### config.mk
export PLATFORM = sky130hd
export DESIGN_NAME = psf_jobq
export DESIGN_NICKNAME = d
export VERILOG_FILES = /design/src/rtl/core/psf_pkg.sv /design/src/rtl/core/psf_jobq.sv
export SDC_FILE = /design/constraint.sdc
export NUM_CORES = 1
export LEC_CHECK = 0
export BUFFER_PORTS_ARGS = -buffer_cell sky130_fd_sc_hd__buf_2
export CORE_ASPECT_RATIO = 0.75
export CORE_UTILIZATION = 52
export CTS_CLUSTER_SIZE = 28
export DETAILED_ROUTE_END_ITERATION = 16
export HOLD_SLACK_MARGIN = 0.15
export PLACE_DENSITY = 0.76
export SYNTH_ARGS = -nofsm -noshare
export SYNTH_HDL_FRONTEND = slang
export SYNTH_SLANG_ARGS = --single-unit
### constraint.sdc
create_clock -name clk -period 9.28 [get_ports clk]
set_clock_uncertainty 0.05 [all_clocks]
set_input_delay 0.464 -clock clk [delete_from_list [all_inputs] [get_ports clk]]
set_output_delay 0.464 -clock clk [all_outputs]
set_load 0.02 [all_outputs]
### src/rtl/core/psf_pkg.sv
package psf_pkg;

	localparam int SAMPLE_BITS = 16;
	localparam int FRAC_BITS   = 8;
	localparam int OUT_BITS    = 25;
	localparam int COEF_BITS   = 8;
	localparam int DEN_BITS    = 7;
	localparam int TAPS        = 7;

	// sum of coefficient magnitudes never reaches 128
	localparam int MAG_BITS  = SAMPLE_BITS + 7;
	localparam int SUM_BITS  = MAG_BITS + 1;
	localparam int PROD_BITS = SAMPLE_BITS + COEF_BITS;
	localparam int V_BITS    = DEN_BITS + FRAC_BITS + 2;
	localparam int Q_BITS    = MAG_BITS + FRAC_BITS + 1;

	// reciprocal scaling for exact floor division by the odd part of a divisor
	localparam int K1 = MAG_BITS + 6;
	localparam int K2 = V_BITS + 6;

	localparam int JQ_DEPTH = 2;
	localparam int OQ_DEPTH = 16;

	// configuration register indexes
	localparam logic REG_WINDOW_POINTS = 1'b0;
	localparam logic REG_FIT_ORDER     = 1'b1;

	// odd factor of a divisor
	localparam logic [2:0] ODD_1  = 3'd0;
	localparam logic [2:0] ODD_5  = 3'd1;
	localparam logic [2:0] ODD_7  = 3'd2;
	localparam logic [2:0] ODD_21 = 3'd3;
	localparam logic [2:0] ODD_35 = 3'd4;

	localparam logic [K1:0] R1_1  = (K1+1)'(64'd1 << K1);
	localparam logic [K1:0] R1_5  = (K1+1)'(((64'd1 << K1) + 64'd4) / 64'd5);
	localparam logic [K1:0] R1_7  = (K1+1)'(((64'd1 << K1) + 64'd6) / 64'd7);
	localparam logic [K1:0] R1_21 = (K1+1)'(((64'd1 << K1) + 64'd20) / 64'd21);
	localparam logic [K1:0] R1_35 = (K1+1)'(((64'd1 << K1) + 64'd34) / 64'd35);

	localparam logic [K2:0] R2_1  = (K2+1)'(64'd1 << K2);
	localparam logic [K2:0] R2_5  = (K2+1)'(((64'd1 << K2) + 64'd4) / 64'd5);
	localparam logic [K2:0] R2_7  = (K2+1)'(((64'd1 << K2) + 64'd6) / 64'd7);
	localparam logic [K2:0] R2_21 = (K2+1)'(((64'd1 << K2) + 64'd20) / 64'd21);
	localparam logic [K2:0] R2_35 = (K2+1)'(((64'd1 << K2) + 64'd34) / 64'd35);

	// [order][size][row][tap]
	localparam logic signed [COEF_BITS-1:0] HEAD_COEF [3][2][3][TAPS] = '{
		'{ '{ '{3, 2, 1, 0, -1, 0, 0}, '{4, 3, 2, 1, 0, 0, 0}, '{0, 0, 0, 0, 0, 0, 0} },
		   '{ '{13, 10, 7, 4, 1, -2, -5}, '{5, 4, 3, 2, 1, 0, -1}, '{7, 6, 5, 4, 3, 2, 1} } },
		'{ '{ '{31, 9, -3, -5, 3, 0, 0}, '{9, 13, 12, 6, -5, 0, 0}, '{0, 0, 0, 0, 0, 0, 0} },
		   '{ '{32, 15, 3, -4, -6, -3, 5}, '{5, 4, 3, 2, 1, 0, -1}, '{1, 3, 4, 4, 3, 1, -2} } },
		'{ '{ '{69, 4, -6, 4, -1, 0, 0}, '{2, 27, 12, -8, 2, 0, 0}, '{0, 0, 0, 0, 0, 0, 0} },
		   '{ '{39, 8, -4, -4, 1, 4, -2}, '{8, 19, 16, 6, -4, -7, 4},
		      '{-4, 16, 19, 12, 2, -4, 1} } }
	};
	localparam logic [DEN_BITS-1:0] HEAD_DEN [3][2][3] = '{
		'{ '{5, 10, 1}, '{28, 14, 28} },
		'{ '{35, 35, 1}, '{42, 14, 14} },
		'{ '{70, 35, 1}, '{42, 42, 42} }
	};
	localparam logic signed [COEF_BITS-1:0] MID_COEF [3][2][TAPS] = '{
		'{ '{1, 1, 1, 1, 1, 0, 0}, '{1, 1, 1, 1, 1, 1, 1} },
		'{ '{-3, 12, 17, 12, -3, 0, 0}, '{-2, 3, 6, 7, 6, 3, -2} },
		'{ '{-3, 12, 17, 12, -3, 0, 0}, '{-2, 3, 6, 7, 6, 3, -2} }
	};
	localparam logic [DEN_BITS-1:0] MID_DEN [3][2] = '{ '{5, 7}, '{35, 21}, '{35, 21} };

	typedef struct packed {
		logic [TAPS-1:0][SAMPLE_BITS-1:0] win;
		logic                             sz;
		logic [1:0]                       ord;
		logic                             pass;
		logic [2:0]                       npass;
		logic                             head;
		logic                             last;
	} job_t;

	typedef struct packed {
		logic signed [OUT_BITS-1:0] smoothed;
		logic                       eow;
	} res_t;

	function automatic logic [1:0] den_shift(input logic [DEN_BITS-1:0] den);
		logic [1:0] k;
		case (den)
			7'd10, 7'd14, 7'd42, 7'd70: k = 2'd1;
			7'd28:                      k = 2'd2;
			default:                    k = 2'd0;
		endcase
		return k;
	endfunction

	function automatic logic [2:0] den_odd(input logic [DEN_BITS-1:0] den);
		logic [2:0] o;
		case (den)
			7'd5, 7'd10:         o = ODD_5;
			7'd7, 7'd14, 7'd28:  o = ODD_7;
			7'd21, 7'd42:        o = ODD_21;
			7'd35, 7'd70:        o = ODD_35;
			default:             o = ODD_1;
		endcase
		return o;
	endfunction

	function automatic logic [K1:0] recip1(input logic [2:0] o);
		logic [K1:0] r;
		case (o)
			ODD_5:   r = R1_5;
			ODD_7:   r = R1_7;
			ODD_21:  r = R1_21;
			ODD_35:  r = R1_35;
			default: r = R1_1;
		endcase
		return r;
	endfunction

	function automatic logic [K2:0] recip2(input logic [2:0] o);
		logic [K2:0] r;
		case (o)
			ODD_5:   r = R2_5;
			ODD_7:   r = R2_7;
			ODD_21:  r = R2_21;
			ODD_35:  r = R2_35;
			default: r = R2_1;
		endcase
		return r;
	endfunction

endpackage

### src/rtl/core/psf_jobq.sv
module psf_jobq import psf_pkg::*; (
	input  logic clk,
	input  logic arst_n,
	input  logic push,
	input  job_t din,
	output logic full,
	input  logic pop,
	output job_t dout,
	output logic empty
);

	localparam int PW = $clog2(JQ_DEPTH);
	localparam int CW = $clog2(JQ_DEPTH + 1);

	job_t          mem_q [JQ_DEPTH];
	logic [PW-1:0] wr_q;
	logic [PW-1:0] rd_q;
	logic [CW-1:0] cnt_q;

	assign full  = cnt_q == CW'(JQ_DEPTH);
	assign empty = cnt_q == '0;
	assign dout  = mem_q[rd_q];

	always_ff @(posedge clk) begin
		if (push) begin
			mem_q[wr_q] <= din;
		end
	end

	always_ff @(posedge clk or negedge arst_n) begin
		if (!arst_n) begin
			wr_q  <= '0;
			rd_q  <= '0;
			cnt_q <= '0;
		end else begin
			if (push) begin
				wr_q <= (wr_q == PW'(JQ_DEPTH - 1)) ? '0 : wr_q + 1'b1;
			end
			if (pop) begin
				rd_q <= (rd_q == PW'(JQ_DEPTH - 1)) ? '0 : rd_q + 1'b1;
			end
			cnt_q <= cnt_q + CW'(push) - CW'(pop);
		end
	end

endmodule

; Word level (Yosys, flattened, before mapping)
; Memories as Yosys holds them, arrays and structs flattened.
; Cells that the tools add are included.
[word_totals]
in_bits = 125
word_cells = 14
ram_bits = 242
memories = 1
ff_bits = 4
[op_classes]
n_mux = 4
n_reduce_logical = 1
eq_ne = 1
add_sub_neg = 4
[memory_table]
columns = memory, words, width, rd, rd_clocked_by_memory_dff, wr, line_no
row1 = mem_q, 2, 121, 1, 0, 1, psf_jobq.sv:15  ; job_t mem_q [JQ_DEPTH];
[op_table]
columns = operator, count
row1 = 1-bit 2-to-1 mux, 4
row2 = 1-bit adder (second input constant), 2
row3 = 2-bit by 1-bit adder with 2-bit output, 1
row4 = 2-bit equality test (second input constant), 1
row5 = 2-bit logical NOT, 1
row6 = 2-bit by 1-bit subtractor with 2-bit output, 1

; Longest topological paths before layout
[logic_depth]
ltp_word = 2
ltp_mapped = 5

; Worst setup path before layout
; Ideal clock, no wire load.
[synth_path]
kind = reg-to-reg
from = reg wr_q
to = mem mem_q[0][0] (netlist name) (enable)
path_stages_with_launch = 2
slack_ns = 2.862
arrival_ns = 5.751
synth_period_minus_slack_ns = 6.418
required_ns = 8.613
n_path_buf = 0
setup_time_ns = 0.617
cell_sequence = dfrtp_1 -> nor2b_1
[synth_lines]
columns = item, line_no
row1 = start: declaration, psf_jobq.sv:16  ; logic [PW-1:0] wr_q;
row2 = start signal: assignment, psf_jobq.sv:37  ; wr_q <= (wr_q == PW'(JQ_DEPTH - 1)) ? '0 : wr_q + 1'b1;
row3 = end: declaration, psf_jobq.sv:15
; Straight into the memory's write port.

==> run_results.csv <==
group,metric,value,unit
timing,rsz0062_at_grt,"no",
worst_setup_path,worst-path-max-fanout,65,
drt,wl_met3,1512,um
worst_setup_path,cp-start-kind,"flip-flop",
layout,fin_nets,906,
drt,drc_errors,0,
grt,grt_first_pass_wirelength,28810,um
timing,worst_slew_pin_slew,1.192,ns
pwr,power.total,3.713,mW
drt,ant_nets,0,
worst_setup_path,critPathKind,"flip-flop to primary output",
yosys,yosysSeqAreaShare,79.54,%
drt,drtIter0Drc,338,
clocking,cts_buffers,24,
clocking,insertion_delay,0.50,ns
worst_setup_path,critPathArrivalTime,3.21,ns
timing,slew_viol_final,0,
clocking,cts_tree,"done",
pwr,cellLeakagePower,5.062,nW
layout,drive_above_1_share,51.13,%
yosys,synth_nets,519,
grt,grt.total_usage,20.52,%
drt,wl_met1,7814,um
pwr,powerDensity,293.7,mW/mm2
yosys,netlist_area,0.009263,mm2
placement,finalWeightedCongestion,0.7493,
timing,period_share,40.14,%
worst_hold_path,hp-class,"input pin to async pin",
yosys,ys_ff_latch,246,
placement,dp_hpwl,11350,um
yosys,synthCells,392,
timing,slew_headroom,20.54,%
floorplan,num_rows,41,
timing,max_clock_freq,0.2684,GHz
timing,fin_tns_setup,0,ns
worst_setup_path,crit_chain,"buf_4 -> mux2_2 -> buf_2",
timing,finalHoldViolations,0,
clocking,cts_sinks,246,
yosys,synth_area_per_cell,23.63,um2
floorplan,die_w,156.1,um
run_status,status,"finished, final reports clean",
worst_setup_path,reg2reg_slack,6.87,ns
clocking,clk_pin_slew,0.06,ns
drt,wl,19000,um
drt,drtPass1Iterations,4,
worst_setup_path,required,8.77,ns
drt,wl_met2,9423,um
floorplan,ioPinCount,248,
flow_run,drv_cap,0,
yosys,yosys.cell_types.count,14,
timing,min_period,3.725,ns
timing,finalSetupViolCount,0,
floorplan,die-height,117.6,um
worst_setup_path,cp_slowest_stage_delay,1.08,ns
floorplan,die_area,0.01836,mm2
worst_setup_path,cp-end-kind,"primary output",
clocking,cts_max_level,1,
drt,highest_layer,"met4",
floorplan,initial_core_util,54.06,%
yosys,ys_warn_count,0,
layout,syn2layout_area_growth,36.51,%
placement,port_buffers,247,
grt,grt_pass1_vias,5373,
clocking,clock_path_buffers,3,
drt,via_count,5052,
grt,antenna_found_initial,0,
grt,grt_overflow,0,
pwr,peakVddDrop,0.0001947,V
worst_setup_path,crit_slowest_cell,"dfrtp_4",
layout,diodes,0,
floorplan,core_area,0.01713,mm2
drt,wl_per_cell,18.41,um
drt,vias_per_cell,4.895,
clocking,cts_root_buffer,"clkbuf_16",
grt,grt_max_degree,88,
==> stage by stage <==
| step | cell area, um2 | setup slack, ns | hold slack, ns | utilization (%) | std cells |
|---|---|---|---|---|---|
| floorplan | 9263 | 2.862 | 0.1184 | - | 392 |
| global placement | 10700 | 6.131 | 0.2221 | 62.46 | 865 |
| detailed placement | 10700 | 6.072 | 0.2306 | 62.46 | 865 |
| CTS | 12640 | 5.517 | 0.2693 | 73.80 | 1032 |
| global route | 12640 | 5.418 | 0.2986 | 73.80 | 1032 |
| finish | 12640 | 5.555 | 0.3066 | 73.80 | 1032 |
==> critical path, delay by kind of cell (launching register included) <==
family | cells | cell delay [ns]
flops | 1 | 1.08
mux | 1 | 0.43
buf+inv | 2 | 1.10
==> cells in the final DEF (no fill, tap or decap) <==
cell,instances
nor2_1,1
buf_2,247
edfxtp_1,242
clkbuf_16,25
xor2_1,2
dfrtp_4,1
nor2b_1,1
mux2_2,41
dlygate4sd3_1,124
clkbuf_1,6
ha_1,2
buf_4,4
xor3_1,1
inv_1,2
dfrtp_1,3
nor2b_4,1
mux2_4,80
clkinv_1,5
clkinv_2,7
and2_4,1
==> cell families after synthesis <==
group                    count (synthesis)  synth area share [%]
XOR/XNOR                                 3                0.4458
adder cells (fa/ha/maj)                  2                0.2701
buffers and inverters                   16                 1.553
flip-flops                             246                 79.54
AND/OR/NAND/NOR                          4                0.2431
multiplexers                           121                 17.95
==> where the power goes <==
part / switching, mW / leakage, nW / internal [mW] / total [mW]
combinational: 0.679 / 2.40 / 0.565 / 1.24
sequential: 0.120 / 2.32 / 1.48 / 1.60
clock: 0.381 / 0.350 / 0.491 / 0.872
==> cell type report <==
| type | count | area [um2] |
|---|---|---|
| Clock buffer | 31 | 648.1 |
| Clock inverter | 12 | 53.80 |
| Fill cell | 1004 | 4489 |
| Inverter | 2 | 7.507 |
| Multi-Input combinational cell | 130 | 1762 |
| Sequential cell | 246 | 7371 |
| Tap cell | 236 | 295.3 |
| Timing Repair Buffer | 375 | 2507 |
==> cells in the mapped netlist <==
library cell / count / area [um2]
edfxtp_1: 242 / 7267
dfrtp_1: 4 / 100.1
and2_1: 1 / 6.260
nor2_1: 1 / 3.750
buf_2: 4 / 20.02
mux2_4: 80 / 1201
ha_1: 2 / 25.02
nor2b_1: 2 / 12.51
xor2_1: 2 / 17.52
buf_6: 9 / 101.4
xor3_1: 1 / 23.77
buf_8: 1 / 15.01
mux2_2: 41 / 461.7
inv_1: 2 / 7.510
==> repair_timing <==
item,CTS,global route
setup buffers,0,0
hold endpoints to repair,248,0
gates resized for setup,0,0
hold buffers,124,0
==> state kept, by name (all words and copies together) (netlist names) <==
name   cells
mem_q    242
wr_q       1
rd_q       1
cnt_q      2
==> path summary, 6_finish.rpt <==
check | start | endpoint | depth (start not counted)
max reg2reg | wr_q$_DFFE_PN0P_ | mem_q[1][30]$_DFFE_PP_ | 2
min | arst_n | rd_q$_DFFE_PN0P_ | 2
max in group asynchronous | arst_n | rd_q$_DFFE_PN0P_ | 2
min reg2reg | wr_q$_DFFE_PN0P_ | wr_q$_DFFE_PN0P_ | 1
min in group clk | wr_q$_DFFE_PN0P_ | wr_q$_DFFE_PN0P_ | 1
max | rd_q$_DFFE_PN0P_ | dout[110] | 3
==> routing by layer <==
metal / GRT usage, % / vias up
met5: 0 / -
li1: - / 2335
met2: 35.44 / 222
met4: 4.841 / 0
met1: 25.90 / 2478
met3: 5.302 / 17
Note: power is estimated with default switching activity, not from simulation.
