--- src/rtl/core/psf_pkg.sv ---
package psf_pkg;

	localparam int SAMPLE_BITS = 16;
	localparam int FRAC_BITS   = 8;
	localparam int OUT_BITS    = 25;
	localparam int COEF_BITS   = 8;
	localparam int DEN_BITS    = 7;
	localparam int TAPS        = 7;

	// sum of coefficient magnitudes never reaches 128
	localparam int MAG_BITS  = SAMPLE_BITS + 7;
	localparam int SUM_BITS  = MAG_BITS + 1;
	localparam int PROD_BITS = SAMPLE_BITS + COEF_BITS;
	localparam int V_BITS    = DEN_BITS + FRAC_BITS + 2;
	localparam int Q_BITS    = MAG_BITS + FRAC_BITS + 1;

	// reciprocal scaling for exact floor division by the odd part of a divisor
	localparam int K1 = MAG_BITS + 6;
	localparam int K2 = V_BITS + 6;

	localparam int JQ_DEPTH = 2;
	localparam int OQ_DEPTH = 16;

	// configuration register indexes
	localparam logic REG_WINDOW_POINTS = 1'b0;
	localparam logic REG_FIT_ORDER     = 1'b1;

	// odd factor of a divisor
	localparam logic [2:0] ODD_1  = 3'd0;
	localparam logic [2:0] ODD_5  = 3'd1;
	localparam logic [2:0] ODD_7  = 3'd2;
	localparam logic [2:0] ODD_21 = 3'd3;
	localparam logic [2:0] ODD_35 = 3'd4;

	localparam logic [K1:0] R1_1  = (K1+1)'(64'd1 << K1);
	localparam logic [K1:0] R1_5  = (K1+1)'(((64'd1 << K1) + 64'd4) / 64'd5);
	localparam logic [K1:0] R1_7  = (K1+1)'(((64'd1 << K1) + 64'd6) / 64'd7);
	localparam logic [K1:0] R1_21 = (K1+1)'(((64'd1 << K1) + 64'd20) / 64'd21);
	localparam logic [K1:0] R1_35 = (K1+1)'(((64'd1 << K1) + 64'd34) / 64'd35);

	localparam logic [K2:0] R2_1  = (K2+1)'(64'd1 << K2);
	localparam logic [K2:0] R2_5  = (K2+1)'(((64'd1 << K2) + 64'd4) / 64'd5);
	localparam logic [K2:0] R2_7  = (K2+1)'(((64'd1 << K2) + 64'd6) / 64'd7);
	localparam logic [K2:0] R2_21 = (K2+1)'(((64'd1 << K2) + 64'd20) / 64'd21);
	localparam logic [K2:0] R2_35 = (K2+1)'(((64'd1 << K2) + 64'd34) / 64'd35);

	// [order][size][row][tap]
	localparam logic signed [COEF_BITS-1:0] HEAD_COEF [3][2][3][TAPS] = '{
		'{ '{ '{3, 2, 1, 0, -1, 0, 0}, '{4, 3, 2, 1, 0, 0, 0}, '{0, 0, 0, 0, 0, 0, 0} },
		   '{ '{13, 10, 7, 4, 1, -2, -5}, '{5, 4, 3, 2, 1, 0, -1}, '{7, 6, 5, 4, 3, 2, 1} } },
		'{ '{ '{31, 9, -3, -5, 3, 0, 0}, '{9, 13, 12, 6, -5, 0, 0}, '{0, 0, 0, 0, 0, 0, 0} },
		   '{ '{32, 15, 3, -4, -6, -3, 5}, '{5, 4, 3, 2, 1, 0, -1}, '{1, 3, 4, 4, 3, 1, -2} } },
		'{ '{ '{69, 4, -6, 4, -1, 0, 0}, '{2, 27, 12, -8, 2, 0, 0}, '{0, 0, 0, 0, 0, 0, 0} },
		   '{ '{39, 8, -4, -4, 1, 4, -2}, '{8, 19, 16, 6, -4, -7, 4},
		      '{-4, 16, 19, 12, 2, -4, 1} } }
	};
	localparam logic [DEN_BITS-1:0] HEAD_DEN [3][2][3] = '{
		'{ '{5, 10, 1}, '{28, 14, 28} },
		'{ '{35, 35, 1}, '{42, 14, 14} },
		'{ '{70, 35, 1}, '{42, 42, 42} }
	};
	localparam logic signed [COEF_BITS-1:0] MID_COEF [3][2][TAPS] = '{
		'{ '{1, 1, 1, 1, 1, 0, 0}, '{1, 1, 1, 1, 1, 1, 1} },
		'{ '{-3, 12, 17, 12, -3, 0, 0}, '{-2, 3, 6, 7, 6, 3, -2} },
		'{ '{-3, 12, 17, 12, -3, 0, 0}, '{-2, 3, 6, 7, 6, 3, -2} }
	};
	localparam logic [DEN_BITS-1:0] MID_DEN [3][2] = '{ '{5, 7}, '{35, 21}, '{35, 21} };

	typedef struct packed {
		logic [TAPS-1:0][SAMPLE_BITS-1:0] win;
		logic                             sz;
		logic [1:0]                       ord;
		logic                             pass;
		logic [2:0]                       npass;
		logic                             head;
		logic                             last;
	} job_t;

	typedef struct packed {
		logic signed [OUT_BITS-1:0] smoothed;
		logic                       eow;
	} res_t;

	function automatic logic [1:0] den_shift(input logic [DEN_BITS-1:0] den);
		logic [1:0] k;
		case (den)
			7'd10, 7'd14, 7'd42, 7'd70: k = 2'd1;
			7'd28:                      k = 2'd2;
			default:                    k = 2'd0;
		endcase
		return k;
	endfunction

	function automatic logic [2:0] den_odd(input logic [DEN_BITS-1:0] den);
		logic [2:0] o;
		case (den)
			7'd5, 7'd10:         o = ODD_5;
			7'd7, 7'd14, 7'd28:  o = ODD_7;
			7'd21, 7'd42:        o = ODD_21;
			7'd35, 7'd70:        o = ODD_35;
			default:             o = ODD_1;
		endcase
		return o;
	endfunction

	function automatic logic [K1:0] recip1(input logic [2:0] o);
		logic [K1:0] r;
		case (o)
			ODD_5:   r = R1_5;
			ODD_7:   r = R1_7;
			ODD_21:  r = R1_21;
			ODD_35:  r = R1_35;
			default: r = R1_1;
		endcase
		return r;
	endfunction

	function automatic logic [K2:0] recip2(input logic [2:0] o);
		logic [K2:0] r;
		case (o)
			ODD_5:   r = R2_5;
			ODD_7:   r = R2_7;
			ODD_21:  r = R2_21;
			ODD_35:  r = R2_35;
			default: r = R2_1;
		endcase
		return r;
	endfunction

endpackage

--- src/rtl/core/psf_front.sv ---
module psf_front import psf_pkg::*; (
	input  logic                   clk,
	input  logic                   arst_n,
	input  logic                   push,
	input  logic                   full,
	input  logic [SAMPLE_BITS-1:0] sample,
	input  logic                   last_sample,
	input  logic                   sz,
	input  logic [1:0]             ord,
	output logic                   jq_push,
	output job_t                   jq_din
);

	logic [TAPS-1:0][SAMPLE_BITS-1:0] win_q;
	logic [2:0]                       cnt_q;
	logic [2:0]                       cnt_nx;
	logic [2:0]                       w;
	logic                             accept;

	assign accept = push && !full;

	always_comb begin
		cnt_nx = (cnt_q == 3'd7) ? 3'd7 : cnt_q + 3'd1;
		w      = sz ? 3'd7 : 3'd5;
		for (int p = 0; p < TAPS - 1; p++) begin
			jq_din.win[p] = win_q[p+1];
		end
		jq_din.win[TAPS-1] = sample;
		jq_din.sz    = sz;
		jq_din.ord   = (ord == 2'd3) ? 2'd2 : ord;
		jq_din.pass  = cnt_nx < w;
		jq_din.npass = cnt_nx;
		jq_din.head  = (cnt_q == w - 3'd1) && !(cnt_nx < w);
		jq_din.last  = last_sample;
		// short waveform only emits when it ends
		jq_push = accept && (!(cnt_nx < w) || last_sample);
	end

	always_ff @(posedge clk or negedge arst_n) begin
		if (!arst_n) begin
			win_q <= '0;
			cnt_q <= '0;
		end else if (accept) begin
			if (last_sample) begin
				win_q <= '0;
				cnt_q <= '0;
			end else begin
				win_q <= jq_din.win;
				cnt_q <= cnt_nx;
			end
		end
	end

endmodule

--- config.mk ---
export PLATFORM = sky130hd
export DESIGN_NAME = psf_front
export DESIGN_NICKNAME = d
export VERILOG_FILES = /design/src/rtl/core/psf_pkg.sv /design/src/rtl/core/psf_front.sv
export SDC_FILE = /design/constraint.sdc
export NUM_CORES = 1
export LEC_CHECK = 0
export ABC_AREA = 1
export BUFFER_PORTS_ARGS = -buffer_cell sky130_fd_sc_hd__clkbuf_2
export CORE_MARGIN = 1
export CORE_UTILIZATION = 45
export CTS_CLUSTER_DIAMETER = 100
export DETAILED_ROUTE_END_ITERATION = 8
export PLACE_DENSITY = 0.74
export SYNTH_ARGS = -nofsm -noshare
export SYNTH_HDL_FRONTEND = slang
export SYNTH_SLANG_ARGS = --single-unit
--- constraint.sdc ---
create_clock -name clk -period 4.66 [get_ports clk]
set_input_delay 0.932 -clock clk [delete_from_list [all_inputs] [get_ports clk]]
set_output_delay 0.932 -clock clk [all_outputs]
set_load 0.02 [all_outputs]
# Word level (Yosys, flattened, before mapping)
# Cells that the tools add are included.
# word_totals
reg_bits,99
inputBits,24
word_cells,24
out_inout_bits,122
# classes
add_sub_neg,2
n_mux,5
n_reduce_logical,6
n_eq_ne,3
magnitude_cmp,1
# ops
operator,n
two-way mux 112 bit,1
two-way mux 3 bit,2
two-way mux 2 bit,2
"adder 3 x 1 -> 3 bit, second input constant",1
equality test 3 bit,1
"equality test 3 bit, second input constant",1
logical AND 1 bit,3
less-than comparator 3 bit,1
"subtractor 3 x 1 -> 3 bit, second input constant",1
"equality test 2 bit, second input constant",1
zero test 1 bit,2
logical OR 1 bit,1

# Logic depth before layout (Yosys ltp)
# Gate-level depths: netlist of run 1.
# logic_depth
ltp_word,6
ltp_mapped,10
mapped_depth_nobuf,10

# Worst setup path after synthesis of run 1
# Ideal clock, no wire load.
# synth_path
path_kind,reg2out
start,register cnt_q[0]
end,output port jq_din[1] in the netlist's numbering
arrival_ps,1919
setup_slack_ps,1809
path_buffers,0
path_stages_with_launch,10
required_ps,3728
cell_sequence,dfrtp_1 -> ha_1 -> a21oi_1 -> inv_1 -> ha_1 -> inv_1 -> nor2_1 -> nand2_1 -> and2_2 -> nor2_1
# synth_rtl
item,line,rtl
"start, declared",psf_front.sv:15,logic [2:0] cnt_q;
"start signal, assigned",psf_front.sv:49,cnt_q <= cnt_nx;
"end, declared",psf_front.sv:11,output job_t jq_din

==> summary.txt, run 1 <==
Setup path
  – Critical Path End Type: output pin
  – CP Class: reg -> out
  – Setup crit end: jq_din[1]
  – RR Endpoint: cnt_q[1]
  – Setup crit start: cnt_q[0]
  – Crit path DAT: between 2 and 2.5 ns
  – Worst Path Required: 3.73 ns
  – CP Max Fanout: 3
  – Path depth of the worst reg2reg path: 3
  – Flop-to-flop setup slack: about 3.5 ns
  – Setup crit start kind: flip-flop
  – RR Startpoint: cnt_q[0]

Power and ir drop
  – Sw frac: 0.2934
  – Pwr dens: ~390 mW/mm^2
  – Leak Pwr: 0.002507 uW
  – Worst VDD drop: around 0.14 mV
  – Clock power share: 0.318
  – Internal power: between 1000 and 1500 uW
  – Combinational share of power: 0.173
  – Psw: 546.1 uW
  – Seq pwr share: 0.509

Route
  – DR vias: around 3000
  – Router iterations before antenna repair: 4
  – DR iter-0 viols: 124
  – Wire per inst: 14.09 um
  – DRC: 0
  – DRT Wirelength: about 8600 um
  – Via density: between 4 and 5
  – ANT nets after route: 0

STA
  – Tmin final: roughly 3.2 ns
  – Final hold vios: 0
  – Max-slew headroom: 0.3749
  – RSZ-0062 raised after global routing: no
  – Fmax: ~310 MHz
  – Final hold slack: 0.4877 ns
  – Tcrit/Tclk final: 0.6865
  – Final setup fails: 0
  – Slew Limit Fails: 0
  – Final Skew: roughly 0.012 ns
  – Measured slew at the worst slew-check pin: 0.9368 ns
  – Setup_tns: 0 ns

Min path
  – Hold Crit Class: reg -> reg

Clock network
  – CTS tree: built
  – TritonCTS Buffers: 9
  – Post-CTS Hold Buffers: 0
  – Clk buf depth: 2
  – Worst skew pair latency: 0.36 ns
  – CTS clk-pin slew, worst paths: approximately 0.1 ns
  – Clk sinks: between 90 and 100
  – Post_cts resized: 0
  – Htree depth: 3
  – Post-CTS Setup Bufs: 0
  – Root Buffer: clkbuf_8

Cells and area
  – Diode count: 0
  – Final nets: approximately 530
  – Synthesis-to-finish area growth: 19.29%
  – Layout cell share with drive strength beyond 1: 0.3545

GRT
  – Largest net degree at the start of global routing: 83
  – Initial antenna violation count: 0
  – First-pass GRT wire length: between 10000 and 15000 um
  – Gr usage total: 0.1896
  – Vias in the first global route: approximately 2900
  – Grt total ovfl: 0

Synth
  – Register area share after synthesis: 0.6149
  – Cells after synthesis: ~380
  – Synth Area in Compound Gates: 0.1547
  – Synth Area in XOR/XNOR: 0
  – YS warnings: 0
  – Synth unique cells: 21
  – Largest family of logic cells by synthesized area: buffers and inverters
  – Post-synthesis mux area share: 0
  – Area share of fa/ha/maj cells after synthesis: 0.006211
  – Syn_area_per_cell: 10.55 um^2
  – Mapped Area: a little over 0.004 mm^2
  – Yosys reg bits: around 100
  – Simple-gate portion of the synthesized area: 0.05745
  – Syn_nets: between 400 and 500

Place
  – Dpl hpwl: 5979 um
  – GPL Wtd Cong: between 0.8 and 0.9
  – # port buffers: between 100 and 150

Floorplan
  – Die area: around 0.0093 mm^2
  – Core area: ~0.0087 mm^2
  – Die X: ~97 um
  – Initial Util: 0.4642
  – Die Height: just under 100 um
  – # rows: 34
  – Io pins: approximately 150

Run status
  – Run status: finished, final reports clean

Run
  – Number of max-cap violations: 0
-- sequential cells by signal, summed over array words and instances, names as in the netlist --
| name | flops |
|---|---|
| jq_din | 96 |
| cnt_q | 3 |
-- critical path: stages (launching register included) --
cell      delay [ns]
dfrtp_1         0.42
ha_1            0.30
a21oi_1         0.18
inv_1           0.08
ha_1            0.28
inv_1           0.04
nor2_1          0.10
nand2_1         0.08
and2_2          0.19
nor2_1          0.08
clkbuf_2        0.17
-- layout make-up --
cell class / instances / area [um^2]
inverters: 91 / 341.6
flip-flops and latches: 99 / 2477
well taps: 108 / 135.1
multi-input cells: 152 / 879.6
clock buffers: 9 / 123.9
fillers: 815 / 3872
repair buffers: 147 / 755.7
clock inverters: 7 / 92.59
-- worst min path at each step --
stage                    start          to  depth (start not counted)
global route        jq_din[20]  jq_din[20]                          2
finish              jq_din[14]  jq_din[14]                          2
global placement    jq_din[14]  jq_din[14]                          2
detailed placement  jq_din[14]  jq_din[14]                          2
floorplan             cnt_q[0]    cnt_q[0]                          2
CTS                 jq_din[14]  jq_din[14]                          2
-- through the flow --
| step | worst slack (ns) | util | total power, uW | area [um^2] | cells |
|---|---|---|---|---|---|
| global placement | 1.796 | 0.5288 | 1278 | 4589 | 597 |
| global route | 1.279 | 0.5538 | 1955 | 4806 | 613 |
| floorplan | 1.809 | - | 1177 | 4029 | 382 |
| finish | 1.461 | 0.5538 | 1862 | 4806 | 613 |
| CTS | 1.455 | 0.5538 | 1885 | 4806 | 613 |
| detailed placement | 1.703 | 0.5288 | 1290 | 4589 | 597 |
-- cells in the mapped netlist --
library cell / number / share of area
buf_6: 11 / 0.031
and2_2: 1 / 0.0019
clkbuf_1: 1 / 0.00093
a21oi_2: 1 / 0.0022
inv_2: 2 / 0.0019
nand3_1: 18 / 0.022
nor2_1: 4 / 0.0037
ha_1: 2 / 0.0062
dfrtp_1: 99 / 0.61
buf_2: 3 / 0.0037
o21ai_0: 18 / 0.022
nand2_4: 1 / 0.0028
buf_4: 25 / 0.047
nand2_1: 24 / 0.022
o21ai_2: 10 / 0.022
nand4_1: 1 / 0.0016
inv_1: 89 / 0.083
o21ai_1: 5 / 0.0062
o22ai_1: 65 / 0.10
nor2_4: 1 / 0.0028
a21oi_1: 1 / 0.0012
-- power groups by stage --
stage | logic, uW | registers, uW | clock network, uW
floorplan | 148 | 1030 | 0
global placement | 317 | 961 | 0
detailed placement | 325 | 965 | 0
CTS | 326 | 947 | 611
global route | 350 | 956 | 649
finish | 322 | 947 | 592
-- per-layer routing --
layer  routed length, um  track usage
met1                4174       0.2737
met2                3809       0.2790
met3                 475      0.03974
met4                 178      0.07922
met5                   0            0
-- logic make-up (layout without fill, tap and decap cells) --
logic type / after synthesis / after routing
adders and majority gates: 2 / 2
buffers and inverters: 131 / 254
AOI/OAI and AO/OA: 100 / 100
DFF: 99 / 99
and+or+nand+nor: 50 / 50
-- cells in the final DEF, fill, tap and decap left out, drive strengths merged --
master and n:
a21oi 2, and2 1, buf 3, bufinv 2, clkbuf 153, clkinv 5, dfrtp 99, ha 2
inv 91, nand2 25, nand3 18, nand4 1, nor2 5, o21ai 33, o22ai 65
Note: power is estimated with default switching activity, not from simulation.
==> inputs of run 2 (changes only) <==
==> constraint.sdc (replaced) <==
create_clock -name clk -period 3.2 [get_ports clk]
set_input_delay 0.64 -clock clk [delete_from_list [all_inputs] [get_ports clk]]
set_output_delay 0.64 -clock clk [all_outputs]
set_load 0.02 [all_outputs]
==> run 2 against run 1 <==
Against the previous run:
- critical path depth did not move
- highest routed layer unchanged
- combinational power rose by 47%
- worst hold slack got worse by 0.094 ns
- power rose by 47%
- critical path type unchanged
- sequential power rose by 46%
- first-iteration DRC count fell by 16%
- non-clock buffer count rose by 2
- via count fell by 0.73%
==> summary.txt, run 2 (synthesis results as in run 1) <==
Cells and area
  – Layout cell share with drive strength beyond 1: 0.3570 (was 0.3545)
  – Diode count: 0 (unchanged)
  – Max FFs per register: 96 (unchanged)
  – Synthesis-to-finish area growth: 19.57% (was 19.29%)
  – Utilization after layout: 0.5551 (was 0.5538)
  – Commonest non-fill, non-tap cell in the layout: clkbuf_2 (unchanged)
  – Finished Layout Cells: 615 (was 613)
  – Final nets: 528 (was 526)
  – Most frequent cells in the layout: clkbuf_2 (144), dfrtp_1 (99), inv_1 (89), o22ai_1 (65), nand2_1 (24) (unchanged)

Clock network
  – CTS tree: built (unchanged)
  – Post_cts resized: 0 (unchanged)
  – Htree depth: 3 (unchanged)
  – Clk buf depth: 2 (unchanged)
  – TritonCTS Buffers: 9 (unchanged)
  – Root Buffer: clkbuf_8 (unchanged)
  – Post-CTS Setup Bufs: 0 (unchanged)
  – Clk sinks: 99 (unchanged)
  – Worst skew pair latency: 0.35 ns (was 0.36 ns)
  – CTS clk-pin slew, worst paths: 0.09 ns (was 0.10 ns)
  – Post-CTS Hold Buffers: 0 (unchanged)

Power and ir drop
  – Pwr dens: 568.2 mW/mm^2 (was 387.3 mW/mm^2)
  – Leak Pwr: 0.002517 uW (was 0.002507 uW)
  – Worst VDD drop: 0.2516 mV (was 0.1432 mV)

Route
  – ANT nets after route: 0 (unchanged)
  – DRC: 0 (unchanged)
  – DRT Wirelength: 8662 um (was 8637 um)
  – Via density: 4.839 (was 4.891)
  – Wire per inst: 14.08 um (was 14.09 um)
  – DR vias: 2976 (was 2998)
  – DR iter-0 viols: 104 (was 124)
  – Router iterations before antenna repair: 4 (unchanged)

Floorplan
  – Core area: 0.008678 mm^2 (unchanged)
  – Io pins: 146 (unchanged)
  – Die X: 96.62 um (unchanged)
  – Die area: 0.009335 mm^2 (unchanged)
  – Initial Util: 0.4642 (unchanged)
  – # rows: 34 (unchanged)
  – Die Height: 96.62 um (unchanged)

GRT
  – Initial antenna violation count: 0 (unchanged)
  – First-pass GRT wire length: 14240 um (was 14150 um)
  – Largest net degree at the start of global routing: 83 (unchanged)
  – Vias in the first global route: 2866 (was 2856)
  – Gr usage total: 0.1909 (was 0.1896)
  – Grt total ovfl: 0 (unchanged)

Setup path
  – CP max stage delay: 0.42 ns (about the same)
  – CP Class: reg -> out (unchanged)
  – RR Endpoint: cnt_q[1] (unchanged)
  – CP bufs+invs: 3 (unchanged)
  – Cell Chain, Critical Path: ha_1 > a21oi_1 > inv_1 > ha_1 > inv_1 > nor2_1 > nand2_1 > and2_2 > nor2_1 > clkbuf_2 (unchanged)
  – Crit path DAT: 2.40 ns (was 2.27 ns)
  – Critical Path End Type: output pin (unchanged)
  – Worst Path Required: 2.56 ns (was 3.73 ns)
  – CP delay by family, top: adder cells (unchanged)
  – CP Max Fanout: 3 (unchanged)
  – RR Startpoint: cnt_q[0] (unchanged)
  – Setup crit start kind: flip-flop (unchanged)
  – Crit-path slowest cell: dfrtp_1 (unchanged)
  – Path depth of the worst reg2reg path: 3 (unchanged)
  – Flop-to-flop setup slack: 2.07 ns (was 3.49 ns)

Run
  – Number of max-cap violations: 0 (unchanged)

Place
  – Dpl hpwl: 6128 um (was 5979 um)
  – DP Worst Slack: 0.5799 ns (was 1.703 ns)
  – DP Cell Count: 599 (was 597)
  – # port buffers: 145 (unchanged)
  – GPL Wtd Cong: 0.7719 (was 0.8089)

STA
  – Final hold vios: 0 (unchanged)
  – Tcrit/Tclk final: 0.9486
  – Fmax: about 330 MHz
  – Slew Limit Fails: 0 (unchanged)
  – Final hold slack: 0.3932 ns (was 0.4877 ns)
  – Setup_tns: 0 ns (unchanged)
  – Max-slew headroom: 0.3808 (was 0.3749)
  – Final worst-path setup slack: 0.1645 ns (was 1.461 ns)
  – Measured slew at the worst slew-check pin: 0.9287 ns (was 0.9368 ns)
  – Final Skew: 0.008263 ns (was 0.01153 ns)
  – RSZ-0062 raised after global routing: no (unchanged)
  – Final setup fails: 0 (unchanged)
  – Tmin final: 3.036 ns

Run status
  – Run status: finished, final reports clean (unchanged)

Min path
  – Hold Crit Class: in -> async (was reg -> reg)
-- run 2: changes by cell type in the layout (fill, tap and decap cells not counted), sizes merged --
cell / delta
buf: +2
clkbuf: +1
clkinv: -2
inv: +1
-- run 2: cell type report --
class	count	area, um^2
Fill cell	787	3861
Sequential cell	99	2477
Multi-Input combinational cell	152	879.6
Timing Repair Buffer	149	758.2
Inverter	91	341.6
Clock buffer	10	137.6
Tap cell	108	135.1
Clock inverter	6	87.58
-- run 2: worst max-delay path by stage --
stage	start	end	slack [ns]	cells after the start
2_1_floorplan	cnt_q[0]	jq_din[1]	0.64	9
3_3_place_gp	cnt_q[0]	jq_din[1]	0.82	10
3_5_place_dp	cnt_q[0]	jq_din[1]	0.58	10
4_1_cts	cnt_q[0]	jq_din[1]	0.18	10
5_1_grt	cnt_q[0]	jq_din[1]	0.03	10
6_report	cnt_q[0]	jq_din[1]	0.16	10
-- run 2: report_power, final --
| part | leakage [uW] | total [uW] | switching (uW) | internal [uW] |
|---|---|---|---|---|
| clock network | 0.000117 | 884 | 420 | 464 |
| registers | 0.00135 | 1380 | 46.2 | 1330 |
| logic | 0.00105 | 474 | 329 | 145 |
| total | 0.00252 | 2740 | 796 | 1940 |
-- run 2: through the flow --
stage                     cell area (um^2)  total power (uW)
final                                 4817              2737
after global routing                  4817              2866
after CTS                             4817              2768
after detailed placement              4592              1883
after global placement                4592              1861
after floorplan                       4029              1715
-- run 2: metal layers --
metal | track usage | vias up | part of all wire
met5 | 0 | - | 0
met3 | 0.04046 | 20 | 0.054
met2 | 0.2860 | 129 | 0.45
met4 | 0.08381 | 0 | 0.024
li1 | - | 1471 | -
met1 | 0.2691 | 1356 | 0.47
==> inputs of run 3 (changes only) <==
--- a/config.mk
+++ b/config.mk
@@ -11,6 +11,7 @@
 export CORE_UTILIZATION = 45
 export CTS_CLUSTER_DIAMETER = 100
 export DETAILED_ROUTE_END_ITERATION = 8
+export GPL_TIMING_DRIVEN = 0
 export PLACE_DENSITY = 0.74
 export SYNTH_ARGS = -nofsm -noshare
 export SYNTH_HDL_FRONTEND = slang
==> run 3 against run 2 <==
Against the previous run:
- sequential share of layout area fell by 2.9 points
- critical endpoint unchanged
- largest power group unchanged
- sequential power barely moved
- wire length rose by 7.9%
- critical path type unchanged
- via count rose by 5.4%
==> summary.txt, run 3 (synthesis results as in run 1) <==
STA
  – Tmin final: 2.944 ns (was 3.036 ns)
  – RSZ-0062 raised after global routing: no (unchanged)
  – Max-slew headroom: 0.6617 (was 0.3808)
  – Slew Limit Fails: 0 (unchanged)
  – Final Skew: 0.01026 ns (was 0.008263 ns)
  – Measured slew at the worst slew-check pin: 0.5074 ns (was 0.9287 ns)
  – Tcrit/Tclk final: 0.9201 (was 0.9486)
  – Setup_tns: 0 ns (unchanged)
  – Final hold vios: 0 (unchanged)
  – Final setup fails: 0 (unchanged)
  – Fmax: 339.6 MHz (was 329.4 MHz)
  – Final hold slack: 0.2695 ns (was 0.3932 ns)

Setup path
  – Worst Path Required: 2.56 ns (about the same)
  – CP max stage delay: 0.43 ns (was 0.42 ns)
  – Crit-path slowest cell: dfrtp_1 (unchanged)
  – CP Class: reg -> out (unchanged)
  – Setup crit start kind: flip-flop (unchanged)
  – Cell Chain, Critical Path: ha_1 > a21oi_1 > inv_1 > ha_1 > inv_1 > nor2_1 > nand2_1 > and2_2 > nor2_1 > clkbuf_2 (unchanged)
  – Critical Path End Type: output pin (unchanged)
  – Crit path DAT: 2.30 ns (was 2.40 ns)
  – CP Max Fanout: 3 (unchanged)

Power and ir drop
  – Internal power: 1802 uW (was 1941 uW)
  – Combinational share of power: 0.194 (was 0.173)
  – Sw frac: 0.3177 (was 0.2908)
  – Leak Pwr: 0.002679 uW (was 0.002517 uW)
  – Seq pwr share: 0.522 (was 0.504)
  – Worst VDD drop: 0.2748 mV (was 0.2516 mV)
  – Clock power share: 0.284 (was 0.323)
  – Psw: 839.1 uW (was 795.8 uW)
  – Pwr dens: 517.6 mW/mm^2 (was 568.2 mW/mm^2)

Clock network
  – Post-CTS Hold Buffers: 0 (unchanged)
  – Htree depth: 3 (unchanged)
  – Post_cts resized: 0 (unchanged)
  – TritonCTS Buffers: 9 (unchanged)
  – Root Buffer: clkbuf_8 (unchanged)
  – CTS clk-pin slew, worst paths: 0.11 ns (was 0.09 ns)
  – Clk sinks: 99 (unchanged)
  – Clk buf depth: 2 (unchanged)
  – Worst skew pair latency: 0.36 ns (was 0.35 ns)
  – CTS tree: built (unchanged)
  – Post-CTS Setup Bufs: 0 (unchanged)

GRT
  – First-pass GRT wire length: 15350 um (was 14240 um)
  – Initial antenna violation count: 0 (unchanged)
  – Global route hottest layer: met2 (unchanged)
  – Gr usage total: 0.2075 (was 0.1909)
  – Met1 Track Usage GR: 0.2736 (was 0.2691)
  – Largest net degree at the start of global routing: 66 (was 83)
  – Grt total ovfl: 0 (unchanged)
  – Vias in the first global route: 3119 (was 2866)
  – Met2 Track Usage GR: 0.3326 (was 0.2860)
  – Met3 Use GR: 0.04335 (was 0.04046)

Floorplan
  – Die area: 0.009335 mm^2 (unchanged)
  – Initial Util: 0.4642 (unchanged)
  – Core area: 0.008678 mm^2 (unchanged)
  – Die Height: 96.62 um (unchanged)
  – Die X: 96.62 um (unchanged)
  – # rows: 34 (unchanged)
  – Io pins: 146 (unchanged)

Route
  – DR iter-0 viols: 112 (was 104)
  – DRT Wirelength: 9343 um (was 8662 um)
  – DRC: 0 (unchanged)
  – ANT nets after route: 0 (unchanged)
  – DR vias: 3138 (was 2976)
  – Router iterations before antenna repair: 4 (unchanged)
  – Via density: 4.813 (was 4.839)
  – Wire per inst: 14.33 um (was 14.08 um)

Cells and area
  – Filler cells: 788 (was 787)
  – Multi-input logic area: 879.6 um^2 (unchanged)
  – Storage cell area: 0.002477 mm^2 (unchanged)
  – Commonest non-fill, non-tap cell in the layout: clkbuf_2 (unchanged)
  – Synthesis-to-finish area growth: 26.68% (was 19.57%)
  – Diode count: 0 (unchanged)
  – Final nets: 565 (was 528)
  – Most frequent cells in the layout: clkbuf_2 (144), dfrtp_1 (99), inv_1 (89), o22ai_1 (65), buf_4 (25) (was clkbuf_2 (144), dfrtp_1 (99), inv_1 (89), o22ai_1 (65), nand2_1 (24))
  – Max FFs per register: 96 (unchanged)
  – Layout cell share with drive strength beyond 1: 0.3989 (was 0.3570)

Place
  – Dpl hpwl: 7272 um (was 6128 um)
  – GPL Wtd Cong: 0.8183 (was 0.7719)
  – # port buffers: 145 (unchanged)

Min path
  – Hold Crit Class: in -> async (unchanged)

Run status
  – Run status: finished, final reports clean (unchanged)

Run
  – Number of max-cap violations: 0 (unchanged)
run 3: cell count changes in the layout (fill, tap and decap cells not counted):
| cell | previous run | this run |
|---|---|---|
| clkbuf_1 | 0 | 1 |
| bufinv_16 | 2 | 0 |
| buf_6 | 0 | 11 |
| clkinvlp_4 | 0 | 3 |
| buf_16 | 0 | 1 |
| clkbuf_4 | 0 | 1 |
| clkinv_2 | 2 | 0 |
| buf_2 | 0 | 3 |
| inv_6 | 1 | 2 |
| clkbuf_8 | 10 | 9 |
| inv_8 | 0 | 1 |
| buf_4 | 5 | 25 |
run 3: stage by stage:
| step | worst slack (ns) | util | area [um^2] | instances | power [uW] |
|---|---|---|---|---|---|
| floorplan | 0.6411 | - | 4029 | 382 | 1715 |
| global placement | 0.3000 | 0.5634 | 4890 | 635 | 1901 |
| detailed placement | 0.6801 | 0.5669 | 4920 | 636 | 1921 |
| CTS | 0.2615 | 0.5881 | 5104 | 652 | 2661 |
| global route | 0.09709 | 0.5881 | 5104 | 652 | 2769 |
| finish | 0.2556 | 0.5881 | 5104 | 652 | 2641 |
run 3: per-layer routing:
metal	vias to the layer above	routed length (um)
li1	1545	-
met1	1464	4215
met2	110	4398
met3	19	485
met4	0	243
met5	-	0
run 3: power groups by stage:
stage                     combinational, uW  clock [uW]  sequential [uW]
after CTS                               518         764             1380
final                                   512         750             1380
after detailed placement                516           0             1400
after global placement                  501           0             1400
after global routing                    555         824             1390
after floorplan                         215           0             1500
run 3: worst max-delay path: cells and delay by family (launching register included):
family | cells | cell delay [ns]
compound gates | 1 | 0.18
fa+ha+maj | 2 | 0.55
buf+inv | 3 | 0.31
flops | 1 | 0.43
simple gates | 4 | 0.47
run 3: worst paths after layout:
path	slack [ns]	end	cells past startpoint	from
hold / removal	0.27	jq_din[17]	1	arst_n
setup reg to reg	2.09	cnt_q[1]	3	cnt_q[1]
max in group asynchronous	2.26	jq_din[43]	2	arst_n
hold reg to reg	0.50	jq_din[21]	2	jq_din[21]
min in group clk	0.50	jq_din[21]	2	jq_din[21]
setup / recovery	0.26	jq_din[1]	10	cnt_q[1]
run 3: cell type report:
cell class	count	area share
buffer	40	0.06472
clock buffer	9	0.02427
clock inverter	7	0.01177
inverter	91	0.06693
multi-input combinational	152	0.1723
sequential	99	0.4854
tap	108	0.02648
timing repair buffer	146	0.1481
